### src/wtf8d_pkg.sv
// ----------------------------------------------------------------------------
// WTF-8 decoder package
// Shared result codes and the record type passed from the front end to the
// output sequencer.
// ----------------------------------------------------------------------------
package wtf8d_pkg;

  typedef enum logic [2:0] {
    ST_CODE_POINT = 3'd0,
    ST_BAD_START  = 3'd1,
    ST_EXP_CONT   = 3'd2,
    ST_OVERLONG   = 3'd3,
    ST_TOO_LARGE  = 3'd4,
    ST_SUMMARY    = 3'd5
  } status_t;

  localparam int CP_W        = 21;
  localparam int OUT_CNT_W   = 16;
  localparam int MAX_RESULTS = 3;
  localparam int QUEUE_DEPTH = 4;

  typedef struct packed {
    logic [CP_W-1:0] code_point;
    status_t         status;
  } slot_t;

  typedef struct packed {
    slot_t [MAX_RESULTS-1:0] slots;
    logic [OUT_CNT_W-1:0]    valid_count;
    logic                    all_valid;
    logic [1:0]              n_results;
  } entry_t;

endpackage

### src/wtf8d_if.sv
// ----------------------------------------------------------------------------
// WTF-8 decoder channels
// Valid/ready channels for the byte input and the result output.
// ----------------------------------------------------------------------------
interface wtf8d_in_if;
  logic       valid;
  logic       ready;
  logic [7:0] in_byte;
  logic       end_of_buffer;

  modport source (output valid, output in_byte, output end_of_buffer, input ready);
  modport sink   (input valid, input in_byte, input end_of_buffer, output ready);
endinterface

interface wtf8d_out_if;
  logic        valid;
  logic        ready;
  logic [20:0] code_point;
  logic [2:0]  status;
  logic [15:0] valid_count;
  logic        all_valid;
  logic        last;

  modport source (output valid, output code_point, output status, output valid_count,
                  output all_valid, output last, input ready);
  modport sink   (input valid, input code_point, input status, input valid_count,
                  input all_valid, input last, output ready);
endinterface

### src/wtf8d_front.sv
// ----------------------------------------------------------------------------
// WTF-8 decoder front end
// Accepts one byte per cycle while the queue is not full, advances the
// sequence state and packs the results the byte causes into one queue record.
// ----------------------------------------------------------------------------
module wtf8d_front #(
  parameter int COUNT_WIDTH = 16
) (
  input  logic              clk,
  input  logic              rst_n,
  wtf8d_in_if.sink          in_ch,
  input  logic              q_full,
  output logic              q_push,
  output wtf8d_pkg::entry_t q_entry
);
  import wtf8d_pkg::*;

  localparam logic [CP_W-1:0] MIN_TWO   = 21'h00080;
  localparam logic [CP_W-1:0] MIN_THREE = 21'h00800;
  localparam logic [CP_W-1:0] MIN_FOUR  = 21'h10000;
  localparam logic [CP_W-1:0] MAX_CP    = 21'h10FFFF;

  logic [CP_W-1:0]        acc_r, acc_nxt;
  logic [1:0]             need_r, need_nxt;
  logic [2:0]             len_r, len_nxt;
  logic [COUNT_WIDTH-1:0] good_r, good_nxt;
  logic                   err_r, err_nxt;

  logic                   accept;
  logic [7:0]             b;
  logic [CP_W-1:0]        acc_sh;
  logic [CP_W-1:0]        lowest;
  logic                   as_lead;
  logic                   good_v;
  logic [3:0]             cand_v;
  slot_t                  cand [4];
  slot_t                  loc [MAX_RESULTS];
  logic [1:0]             n;
  logic [COUNT_WIDTH+OUT_CNT_W-1:0] cnt_wide;

  assign in_ch.ready = !q_full;
  assign accept      = in_ch.valid && in_ch.ready;
  assign b           = in_ch.in_byte;

  always_comb begin
    acc_nxt  = acc_r;
    need_nxt = need_r;
    len_nxt  = len_r;
    good_nxt = good_r;
    err_nxt  = err_r;
    as_lead  = 1'b1;
    good_v   = 1'b0;
    cand_v   = '0;
    for (int i = 0; i < 4; i++) begin
      cand[i] = '{code_point: '0, status: ST_CODE_POINT};
    end
    acc_sh   = {acc_r[CP_W-7:0], b[5:0]};
    case (len_r)
      3'd2:    lowest = MIN_TWO;
      3'd3:    lowest = MIN_THREE;
      default: lowest = MIN_FOUR;
    endcase

    if (need_r != 2'd0) begin
      if (b[7:6] == 2'b10) begin
        as_lead  = 1'b0;
        acc_nxt  = acc_sh;
        need_nxt = need_r - 2'd1;
        if (need_r == 2'd1) begin
          acc_nxt   = '0;
          len_nxt   = '0;
          cand_v[1] = 1'b1;
          if (acc_sh < lowest) begin
            cand[1].status = ST_OVERLONG;
          end else if (len_r == 3'd4 && acc_sh > MAX_CP) begin
            cand[1].status = ST_TOO_LARGE;
          end else begin
            good_v             = 1'b1;
            cand[1].code_point = acc_sh;
          end
        end
      end else begin
        cand_v[0]      = 1'b1;
        cand[0].status = ST_EXP_CONT;
        acc_nxt        = '0;
        need_nxt       = '0;
        len_nxt        = '0;
      end
    end

    if (as_lead) begin
      if (b[7] == 1'b0) begin
        cand_v[1]          = 1'b1;
        good_v             = 1'b1;
        cand[1].code_point = {13'd0, b};
      end else if (b[7:5] == 3'b110) begin
        acc_nxt  = {16'd0, b[4:0]};
        need_nxt = 2'd1;
        len_nxt  = 3'd2;
      end else if (b[7:4] == 4'b1110) begin
        acc_nxt  = {17'd0, b[3:0]};
        need_nxt = 2'd2;
        len_nxt  = 3'd3;
      end else if (b[7:3] == 5'b11110) begin
        acc_nxt  = {18'd0, b[2:0]};
        need_nxt = 2'd3;
        len_nxt  = 3'd4;
      end else begin
        cand_v[1]      = 1'b1;
        cand[1].status = ST_BAD_START;
      end
    end

    if (good_v && good_r != '1) begin
      good_nxt = good_r + 1'b1;
    end

    if (in_ch.end_of_buffer && need_nxt != 2'd0) begin
      cand_v[2]      = 1'b1;
      cand[2].status = ST_BAD_START;
    end

    if (cand_v[0] || (cand_v[1] && !good_v) || cand_v[2]) begin
      err_nxt = 1'b1;
    end

    cnt_wide = {{OUT_CNT_W{1'b0}}, good_nxt};
    if (in_ch.end_of_buffer) begin
      cand_v[3]      = 1'b1;
      cand[3].status = ST_SUMMARY;
    end

    for (int i = 0; i < MAX_RESULTS; i++) begin
      loc[i] = '{code_point: '0, status: ST_CODE_POINT};
    end
    n = '0;
    for (int i = 0; i < 4; i++) begin
      if (cand_v[i]) begin
        loc[n] = cand[i];
        n      = n + 2'd1;
      end
    end

    for (int i = 0; i < MAX_RESULTS; i++) begin
      q_entry.slots[i] = loc[i];
    end
    q_entry.valid_count = cnt_wide[OUT_CNT_W-1:0];
    q_entry.all_valid   = !err_nxt;
    q_entry.n_results   = n - 2'd1;
    q_push              = accept && (cand_v != 4'd0);

    if (in_ch.end_of_buffer) begin
      acc_nxt  = '0;
      need_nxt = '0;
      len_nxt  = '0;
      good_nxt = '0;
      err_nxt  = 1'b0;
    end
  end

  always_ff @(posedge clk) begin
    if (!rst_n) begin
      acc_r  <= '0;
      need_r <= '0;
      len_r  <= '0;
      good_r <= '0;
      err_r  <= 1'b0;
    end else if (accept) begin
      acc_r  <= acc_nxt;
      need_r <= need_nxt;
      len_r  <= len_nxt;
      good_r <= good_nxt;
      err_r  <= err_nxt;
    end
  end

endmodule

### src/wtf8d_queue.sv
// ----------------------------------------------------------------------------
// WTF-8 decoder record queue
// Short first-in first-out queue between the front end and the sequencer.
// ----------------------------------------------------------------------------
module wtf8d_queue (
  input  logic              clk,
  input  logic              rst_n,
  input  logic              push,
  input  wtf8d_pkg::entry_t push_entry,
  output logic              full,
  output logic              head_valid,
  output wtf8d_pkg::entry_t head,
  input  logic              pop
);
  import wtf8d_pkg::*;

  localparam int PTR_W = $clog2(QUEUE_DEPTH);

  entry_t           mem [QUEUE_DEPTH];
  logic [PTR_W-1:0] wr_r, rd_r;
  logic [PTR_W:0]   cnt_r;

  assign full       = (cnt_r == (PTR_W+1)'(QUEUE_DEPTH));
  assign head_valid = (cnt_r != '0);
  assign head       = mem[rd_r];

  always_ff @(posedge clk) begin
    if (push) begin
      mem[wr_r] <= push_entry;
    end
  end

  always_ff @(posedge clk) begin
    if (!rst_n) begin
      wr_r  <= '0;
      rd_r  <= '0;
      cnt_r <= '0;
    end else begin
      if (push) begin
        wr_r <= wr_r + 1'b1;
      end
      if (pop) begin
        rd_r <= rd_r + 1'b1;
      end
      if (push && !pop) begin
        cnt_r <= cnt_r + 1'b1;
      end else if (pop && !push) begin
        cnt_r <= cnt_r - 1'b1;
      end
    end
  end

endmodule

### src/wtf8d_back.sv
// ----------------------------------------------------------------------------
// WTF-8 decoder output sequencer
// Unpacks each queue record into single results behind an output register.
// ----------------------------------------------------------------------------
module wtf8d_back (
  input  logic              clk,
  input  logic              rst_n,
  input  logic              head_valid,
  input  wtf8d_pkg::entry_t head,
  output logic              pop,
  wtf8d_out_if.source       out_ch
);
  import wtf8d_pkg::*;

  logic              ov_r;
  logic [CP_W-1:0]   cp_r;
  status_t           st_r;
  logic [OUT_CNT_W-1:0] cnt_r;
  logic              ok_r;
  logic              last_r;
  logic [1:0]        idx_r;

  logic              load;
  logic              is_last;
  slot_t             cur;

  assign load    = head_valid && (!ov_r || out_ch.ready);
  assign cur     = head.slots[idx_r];
  assign is_last = (idx_r == head.n_results);
  assign pop     = load && is_last;

  assign out_ch.valid       = ov_r;
  assign out_ch.code_point  = cp_r;
  assign out_ch.status      = st_r;
  assign out_ch.valid_count = cnt_r;
  assign out_ch.all_valid   = ok_r;
  assign out_ch.last        = last_r;

  always_ff @(posedge clk) begin
    if (!rst_n) begin
      ov_r  <= 1'b0;
      idx_r <= '0;
    end else begin
      if (load) begin
        ov_r  <= 1'b1;
        idx_r <= is_last ? 2'd0 : idx_r + 2'd1;
      end else if (out_ch.ready) begin
        ov_r <= 1'b0;
      end
    end
  end

  always_ff @(posedge clk) begin
    if (load) begin
      cp_r   <= cur.code_point;
      st_r   <= cur.status;
      cnt_r  <= (cur.status == ST_SUMMARY) ? head.valid_count : '0;
      ok_r   <= (cur.status == ST_SUMMARY) ? head.all_valid : 1'b0;
      last_r <= is_last;
    end
  end

endmodule

### src/wtf8_stream_decoder.sv
// ----------------------------------------------------------------------------
// WTF-8 stream decoder
// Channel   Direction  Payload
// in_ch     input      in_byte[7:0], end_of_buffer
// out_ch    output     code_point[20:0], status[2:0], valid_count[15:0],
//                      all_valid, last
// A byte is taken every cycle while the four-record queue has room; the
// front end decodes it in that same cycle. Results leave one per cycle from
// the output register while out_ch.ready is high; a byte causing k results
// gives k transfers. Synchronous reset empties the queue and closes any open
// sequence. A stalled output fills the queue, after which in_ch.ready falls.
// ----------------------------------------------------------------------------
module wtf8_stream_decoder #(
  parameter int COUNT_WIDTH = 16
) (
  input  logic        clk,
  input  logic        rst_n,
  wtf8d_in_if.sink    in_ch,
  wtf8d_out_if.source out_ch
);
  import wtf8d_pkg::*;

  logic   q_full;
  logic   q_push;
  entry_t q_entry;
  logic   head_valid;
  entry_t head;
  logic   pop;

  wtf8d_front #(
    .COUNT_WIDTH(COUNT_WIDTH)
  ) u_front (
    .clk    (clk),
    .rst_n  (rst_n),
    .in_ch  (in_ch),
    .q_full (q_full),
    .q_push (q_push),
    .q_entry(q_entry)
  );

  wtf8d_queue u_queue (
    .clk       (clk),
    .rst_n     (rst_n),
    .push      (q_push),
    .push_entry(q_entry),
    .full      (q_full),
    .head_valid(head_valid),
    .head      (head),
    .pop       (pop)
  );

  wtf8d_back u_back (
    .clk       (clk),
    .rst_n     (rst_n),
    .head_valid(head_valid),
    .head      (head),
    .pop       (pop),
    .out_ch    (out_ch)
  );

endmodule
### src/flat_wrapper.sv
// flat-port wrapper written by rule: the top's interface ports become plain ports
module wtf8_stream_decoder_flat import wtf8d_pkg::*;
#(
  parameter int COUNT_WIDTH = 16
)
  (clk, rst_n, in_ch_valid, in_ch_in_byte, in_ch_end_of_buffer, in_ch_ready, out_ch_valid, out_ch_code_point, out_ch_status, out_ch_valid_count, out_ch_all_valid, out_ch_last, out_ch_ready);
  wtf8d_in_if in_ch_i ();
  wtf8d_out_if out_ch_i ();
  input  logic clk;
  input  logic rst_n;
  input wire logic [$bits(in_ch_i.valid)-1:0] in_ch_valid;
  input wire logic [$bits(in_ch_i.in_byte)-1:0] in_ch_in_byte;
  input wire logic [$bits(in_ch_i.end_of_buffer)-1:0] in_ch_end_of_buffer;
  output wire logic [$bits(in_ch_i.ready)-1:0] in_ch_ready;
  output wire logic [$bits(out_ch_i.valid)-1:0] out_ch_valid;
  output wire logic [$bits(out_ch_i.code_point)-1:0] out_ch_code_point;
  output wire logic [$bits(out_ch_i.status)-1:0] out_ch_status;
  output wire logic [$bits(out_ch_i.valid_count)-1:0] out_ch_valid_count;
  output wire logic [$bits(out_ch_i.all_valid)-1:0] out_ch_all_valid;
  output wire logic [$bits(out_ch_i.last)-1:0] out_ch_last;
  input wire logic [$bits(out_ch_i.ready)-1:0] out_ch_ready;
  assign in_ch_i.valid = in_ch_valid;
  assign in_ch_i.in_byte = in_ch_in_byte;
  assign in_ch_i.end_of_buffer = in_ch_end_of_buffer;
  assign in_ch_ready = in_ch_i.ready;
  assign out_ch_valid = out_ch_i.valid;
  assign out_ch_code_point = out_ch_i.code_point;
  assign out_ch_status = out_ch_i.status;
  assign out_ch_valid_count = out_ch_i.valid_count;
  assign out_ch_all_valid = out_ch_i.all_valid;
  assign out_ch_last = out_ch_i.last;
  assign out_ch_i.ready = out_ch_ready;
  wtf8_stream_decoder #(.COUNT_WIDTH(COUNT_WIDTH)) u_core (.clk(clk), .rst_n(rst_n), .in_ch(in_ch_i), .out_ch(out_ch_i));
endmodule
### config.mk
export PLATFORM = sky130hd
export DESIGN_NAME = wtf8_stream_decoder_flat
export DESIGN_NICKNAME = d
export VERILOG_FILES = /design/src/wtf8d_pkg.sv /design/src/wtf8d_if.sv /design/src/wtf8d_front.sv /design/src/wtf8d_queue.sv /design/src/wtf8d_back.sv /design/src/wtf8_stream_decoder.sv /design/src/flat_wrapper.sv
export SDC_FILE = /design/constraint.sdc
export NUM_CORES = 1
export LEC_CHECK = 0
export ABC_AREA = 0
export BUFFER_PORTS_ARGS = -buffer_cell sky130_fd_sc_hd__buf_2
export CORE_UTILIZATION = 60
export DETAILED_ROUTE_END_ITERATION = 10
export PLACE_DENSITY = 0.78
export SYNTH_ARGS = -nofsm -noshare
export SYNTH_HDL_FRONTEND = slang
export SYNTH_SLANG_ARGS = --single-unit
export TNS_END_PERCENT = 10
### constraint.sdc
create_clock -name clk -period 10.9 [get_ports clk]
set_input_delay 0.545 -clock clk [delete_from_list [all_inputs] [get_ports clk]]
set_output_delay 0.545 -clock clk [all_outputs]
set_load 0.05 [all_outputs]
==> flow_summary.ini, run 1 <==
[floorplanning]
io_pins = 57
dieArea_um2 = 26000
fp.dieW_um = 161
start_util_pct = 61.8
core_area_um2 = 24600
die_h_um = 161
rows = 57

[sta]
tightest_slew_ns = 1.27
slew_headroom_pct = 14.7
max_clock_freq_mhz = 247
finalCriticalPeriod_ns = 4.05
clock_skew_ns = 0.0180
final.period_utilization_pct = 37.2
rsz0062_at_grt = false
finalSetupViolations = 0
fin_ws_ns = 6.85
hold_viol = 0
maxSlewViolCount = 0
finalSetupTns_ns = 0

[clock_tree]
cts_buffers = 36
clock_sinks = 367
cts_tree = yes
postCtsSetupBuffers = 0
clockBufferDepth = 3
clk_pin_slew_ns = 0.06
ctsResizeCount = 0
root_buffer = clkbuf_16
htree_num_levels = 2
cts_hold_buf = 0
clk_latency_ns = 0.52

[logic_synthesis]
synthCells = 950
synth-edff-count = 318
yosysWarningCount = 0
yosys-top-cells-count = edfxtp_1 (318), mux4_2 (69), nand2_1 (57), nor2_1 (57), dfxtp_1 (49)
synth_top_area_share_pct = 62.8
ys_ff_latch = 367
yosys.cell_count.top_type = edfxtp_1
syn_area_per_cell_um2 = 16.0
synth_area_um2 = 15200
synthFlopType = edfxtp_1
synthArstFlopShare_pct = 0
synth-seq-area-share_pct = 69.2
synth_cell_type_count = 66
netlist.top_cell.by_area = edfxtp_1
netlist_top_cells_area = edfxtp_1 (63%), mux4_2 (10%), dfxtp_1 (6.4%)

[global_route]
grt_pass1_vias = 8632
antenna_found_initial = 0
grt_pass1_wl_mm = 47.3
grt_max_degree = 50
overflow = 0
grt_usage_pct = 23.9

[finish]
area_delta_synth_final_pct = 12.9
drive_above_1_share_pct = 19.7
diodes = 0
nets = 1092
finalNonFillerCells = 1413
design_area_um2 = 17200

[power_and_ir_drop]
seqPwrFrac_pct = 44.5
leakagePower_nw = 5.82
pwr-share-comb_pct = 25.7
swShare_pct = 31.2
vdd_drop_max_uv = 392
internal_power_mw = 2.93
p_switching_mw = 1.33
clkPwrFrac_pct = 29.8
cellPowerDensity_nw_per_um2 = 248

[drt]
avgRoutedWirePerCell_um = 21.0
first_iter_violations = 752
route.detailed.drc = 0
wl_mm = 29.6
ant_nets = 0
first_pass_iters = 5
vias = 8471
vias_per_cell = 6.00

[job]
cap_violations = 0

[placed_design]
dp_cells = 1346
place_hpwl_mm = 17.1
port_buffers = 56
placed_area_um2 = 16000
place_congestion = 0.908
dp_slack_ns = 6.48

[outcome]
status = completed

[min_path]
hold_class = primary input to register
worstHoldPathCells = 4

[setup_path]
worst-setup-path-type = register to register
ff2ff_path_depth = 13
cp.required_ns = 11.25
critPathCaptureType = register
arrival_ns = 4.40
path_max_fanout = 22
worst_setup_path_start_kind = register
[power groups by stage]
| stage | clock network, mW | logic (mW) | registers [mW] |
|---|---|---|---|
| global placement | 0 | 1.09 | 1.92 |
| floorplan | 0 | 0.588 | 2.19 |
| detailed placement | 0 | 1.10 | 1.93 |
| global route | 1.34 | 1.17 | 1.92 |
| finish | 1.27 | 1.09 | 1.90 |
| CTS | 1.29 | 1.11 | 1.90 |
[worst paths after layout]
check	from	endpoint	slack [ns]
setup / recovery	u_core.u_front.need_r[0]$_SDFFE_PN0P_	u_core.u_queue.mem[2][24]$_DFFE_PP_	6.85
hold / removal	out_ch_ready	u_core.u_back.out_ch.valid$_SDFFE_PN0P_	0.35
setup reg to reg	u_core.u_front.need_r[0]$_SDFFE_PN0P_	u_core.u_queue.mem[2][24]$_DFFE_PP_	6.85
hold reg to reg	u_core.u_front.acc_r[12]$_SDFFE_PN0P_	u_core.u_front.acc_r[12]$_SDFFE_PN0P_	0.49
[state kept, by name (all words and copies together), names as in the netlist, 2 cells and up, named ones only]
register,flops
u_core.u_back.out_ch.valid_count,16
u_core.u_queue.mem,276
u_core.u_front.len_r,3
u_core.u_front.acc_r,15
u_core.u_queue.rd_r,2
u_core.u_front.good_r,16
u_core.u_back.idx_r,2
u_core.u_queue.wr_r,2
u_core.u_back.out_ch.status,3
u_core.u_front.need_r,2
u_core.u_back.out_ch.code_point,21
u_core.u_queue.cnt_r,3
[per-layer routing]
| layer | vias up | global-route usage [%] | share of wire, % |
|---|---|---|---|
| met5 | - | 0 | 0 |
| met4 | 0 | 7.63 | 2.4 |
| met3 | 53 | 3.75 | 5.8 |
| met2 | 288 | 39.3 | 50 |
| met1 | 4278 | 33.1 | 42 |
| li1 | 3852 | - | - |
[metrics by stage]
step / utilization, % / power (mW) / hold slack (ns)
CTS: 69.8 / 4.30 / 0.336
global placement: 64.9 / 3.00 / 0.475
floorplan: - / 2.77 / 0.435
finish: 69.8 / 4.26 / 0.350
detailed placement: 64.9 / 3.02 / 0.473
global route: 69.8 / 4.43 / 0.362
[worst max-delay path, cell delays in order (launching register included)]
cell,delay [ns]
dfxtp_1,0.42
inv_1,0.07
ha_1,0.45
or3b_2,0.55
o2111ai_1,0.18
o21a_1,0.30
o21ai_0,0.28
xnor2_1,0.28
inv_1,0.09
ha_1,0.23
nand2_1,0.08
nand2_1,0.08
a2111oi_2,0.57
and2_1,0.30
[cell usage in the layout (no fill, tap or decap), types with 6 or more instances in the layout]
| cell type | count |
|---|---|
| nor3b_1 | 18 |
| inv_1 | 18 |
| nand4_1 | 6 |
| a21oi_1 | 38 |
| dfxtp_1 | 46 |
| nor2_1 | 57 |
| edfxtp_1 | 318 |
| and2_1 | 18 |
| nand3_1 | 24 |
| xnor2_1 | 14 |
| mux4_2 | 69 |
| o21ai_0 | 27 |
| nor2b_1 | 23 |
| xor2_1 | 11 |
| or3_1 | 6 |
| ha_1 | 17 |
| buf_4 | 10 |
| conb_1 | 60 |
| nor3_1 | 12 |
| a31oi_1 | 10 |
| clkbuf_16 | 37 |
| mux2i_1 | 25 |
| o31ai_1 | 6 |
| clkbuf_1 | 11 |
| nand2_1 | 57 |
| buf_2 | 56 |
[logic make-up after synthesis]
family	count (synthesis)	share of synthesized area, %
AO/OA/AOI/OAI	116	4.79
other	1	0.0246
adder cells (fa/ha/maj)	18	1.53
AND/OR/NAND/NOR	258	9.00
flip-flops	367	69.2
buffers and inverters	71	2.15
XOR/XNOR	25	1.44
multiplexers	94	11.9
[layout make-up]
type / count / area (um^2)
inverter: 18 / 67.6
sequential: 367 / 10500
multi-input combinational: 571 / 4600
clock buffer: 51 / 1010
tap: 324 / 405
timing repair buffer: 67 / 363
fill: 1606 / 7420
clock inverter: 15 / 203
Note: power is estimated with default switching activity, not from simulation.
==> inputs of run 2 (changes only) <==
Clock period 10.9 ns to 3.8 ns, I/O delays scaled along.
==> run 2 against run 1 <==
Net effect: design area grew 1.5%; routed wire length about the same; sequential share of layout area shrank 0.89 points; first-iteration DRC count rose by 6.3%; sequential power increased to 2.8 times the previous value; via count up 0.78%; utilization up 1.0 points; power increased to 2.9 times the previous value; maximum frequency is 12% higher; cell count up 1.4%; clock-buffer cell count is 5 lower; critical endpoint is now u_core.u_queue.mem[1][34]$_DFFE_PP_; largest power group unchanged.
==> flow_summary.ini, run 2 (synthesized netlist as in run 1, its figures left out) <==
[outcome]
status = completed

[floorplanning]
start_util_pct = 61.8
dieArea_um2 = 26000
die_h_um = 161
io_pins = 57
core_area_um2 = 24600
rows = 57
fp.dieW_um = 161

[min_path]
hp-start = rst_n
hold_class = primary input to register
worstHoldPathCells = 2

[setup_path]
path_buf_inv = 4
crit_chain = inv_1 -> ha_1 -> or3b_2 -> o2111ai_1 -> o21a_1 -> o21ai_1 -> xnor2_1 -> inv_1 -> ha_1 -> inv_1 -> a21oi_1 -> buf_4 -> nor3b_1
timing.critical_path.mode_cell = inv_1
cp_slowest_cell = nor3b_1
r2r-end = u_core.u_queue.mem[1][34]$_DFFE_PP_
cp.required_ns = 4.04
cpPeakStageDelay_ns = 0.52
worst_setup_path_start_kind = register
path_max_fanout = 15
critPathCaptureType = register
r2r_slack_ns = 0.17
worst_path_dominant_cell_family = simple AND/OR/NAND/NOR gates
worst-setup-path-type = register to register
r2r-start = u_core.u_front.need_r[0]$_SDFFE_PN0P_
arrival_ns = 3.87
ff2ff_path_depth = 13

[power_and_ir_drop]
leakagePower_nw = 5.95
vdd_drop_max_uv = 1140
finalPower_mw = 12.4
cellPowerDensity_nw_per_um2 = 709

[finish]
layout_common_cells = edfxtp_1 (318), mux4_2 (69), conb_1 (60), nand2_1 (57), nor2_1 (57)
diodes = 0
finalNonFillerCells = 1433
nets = 1111
final_common_cell = edfxtp_1
multi_input_area_um2 = 4610
final-seq-area_um2 = 10500
largest_register = u_core.u_queue.mem
area_delta_synth_final_pct = 14.6
drive_above_1_share_pct = 21.1
largest_reg_flops = 276
fillCellCount = 1577

[sta]
clock_skew_ns = 0.0139
hold_ws_ns = 0.0588
finalSetupTns_ns = 0
rsz0062_at_grt = false
max_clock_freq_mhz = 276
finalCriticalPeriod_ns = 3.63
hold_viol = 0
slew_headroom_pct = 34.7
tightest_slew_ns = 0.966
maxSlewViolCount = 0
final.period_utilization_pct = 95.5
finalSetupViolations = 0

[placed_design]
port_buffers = 56
dp_cells = 1364
place_hpwl_mm = 18.0
place_congestion = 0.913

[clock_tree]
root_buffer = clkbuf_16
clk_pin_slew_ns = 0.06
cts_buffers = 37
clk_latency_ns = 0.52
clockBufferDepth = 3
clock_sinks = 367
htree_num_levels = 2
cts_tree = yes

[drt]
first_pass_iters = 5
first_iter_violations = 799
vias_per_cell = 5.96
route.detailed.drc = 0
ant_nets = 0
vias = 8537
wl_mm = 29.6
avgRoutedWirePerCell_um = 20.7

[global_route]
grt_usage_pct = 23.7
grt_pass1_wl_mm = 47.4
grt_max_degree = 48
overflow = 0
grt_pass1_vias = 8879
antenna_found_initial = 1

[job]
cap_violations = 0
[run 2: changes by cell type in the layout (fill, tap and decap cells not counted), moves of 2 or more]
cell       delta
buf_12        +5
buf_4        +13
clkbuf_1      -4
clkbuf_16     +2
clkbuf_8      -3
clkinv_1      +5
clkinv_2      +2
[run 2: layer usage]
metal  GRT usage [%]  vias up  wire length (um)
met5               0        -                13
met4            7.46        2               619
met3            3.16       54              1680
met2            41.0      327             15100
met1            31.5     4266             12300
li1                -     3888                 -
[run 2: area by class of cell]
| type | count | area share (%) |
|---|---|---|
| flip-flops and latches | 367 | 60.4 |
| multi-input cells | 571 | 26.4 |
| clock buffers | 46 | 5.75 |
| repair buffers | 85 | 3.23 |
| well taps | 324 | 2.32 |
| clock inverters | 22 | 1.45 |
| inverters | 18 | 0.387 |
[run 2: what timing repair did]
item / in CTS / in global routing
hold endpoints to repair: 1 / 0
buffers inserted: 0 / 0
endpoints found under the setup margin: 0 / 108
resized for setup: 0 / 3
hold buffers: 1 / 0
[run 2: worst max-delay path by stage]
stage                                     startpoint  cells past startpoint                                   to
5_1_grt        u_core.u_front.need_r[0]$_SDFFE_PN0P_                     13  u_core.u_queue.mem[1][34]$_DFFE_PP_
6_report       u_core.u_front.need_r[0]$_SDFFE_PN0P_                     13  u_core.u_queue.mem[1][34]$_DFFE_PP_
4_1_cts        u_core.u_front.need_r[0]$_SDFFE_PN0P_                     12  u_core.u_queue.mem[2][51]$_DFFE_PP_
3_5_place_dp   u_core.u_front.need_r[0]$_SDFFE_PN0P_                     12  u_core.u_queue.mem[1][46]$_DFFE_PP_
2_1_floorplan  u_core.u_front.need_r[0]$_SDFFE_PN0P_                      8   u_core.u_queue.mem[3][0]$_DFFE_PP_
3_3_place_gp   u_core.u_front.need_r[0]$_SDFFE_PN0P_                     12  u_core.u_queue.mem[0][51]$_DFFE_PP_
[run 2: per-stage QoR]
step | worst slack [ns] | utilization [%] | instance area, um^2
after floorplan | -0.116 | - | 15400
after global placement | 0.266 | 65.7 | 16200
after detailed placement | 0.159 | 65.7 | 16200
after CTS | 0.0670 | 70.8 | 17400
after global routing | 0.00397 | 70.9 | 17400
final | 0.171 | 70.9 | 17400
[run 2: where the power goes]
group	internal [mW]	switching [mW]
sequential	5.15	0.202
combinational	1.10	2.17
clock	2.28	1.45
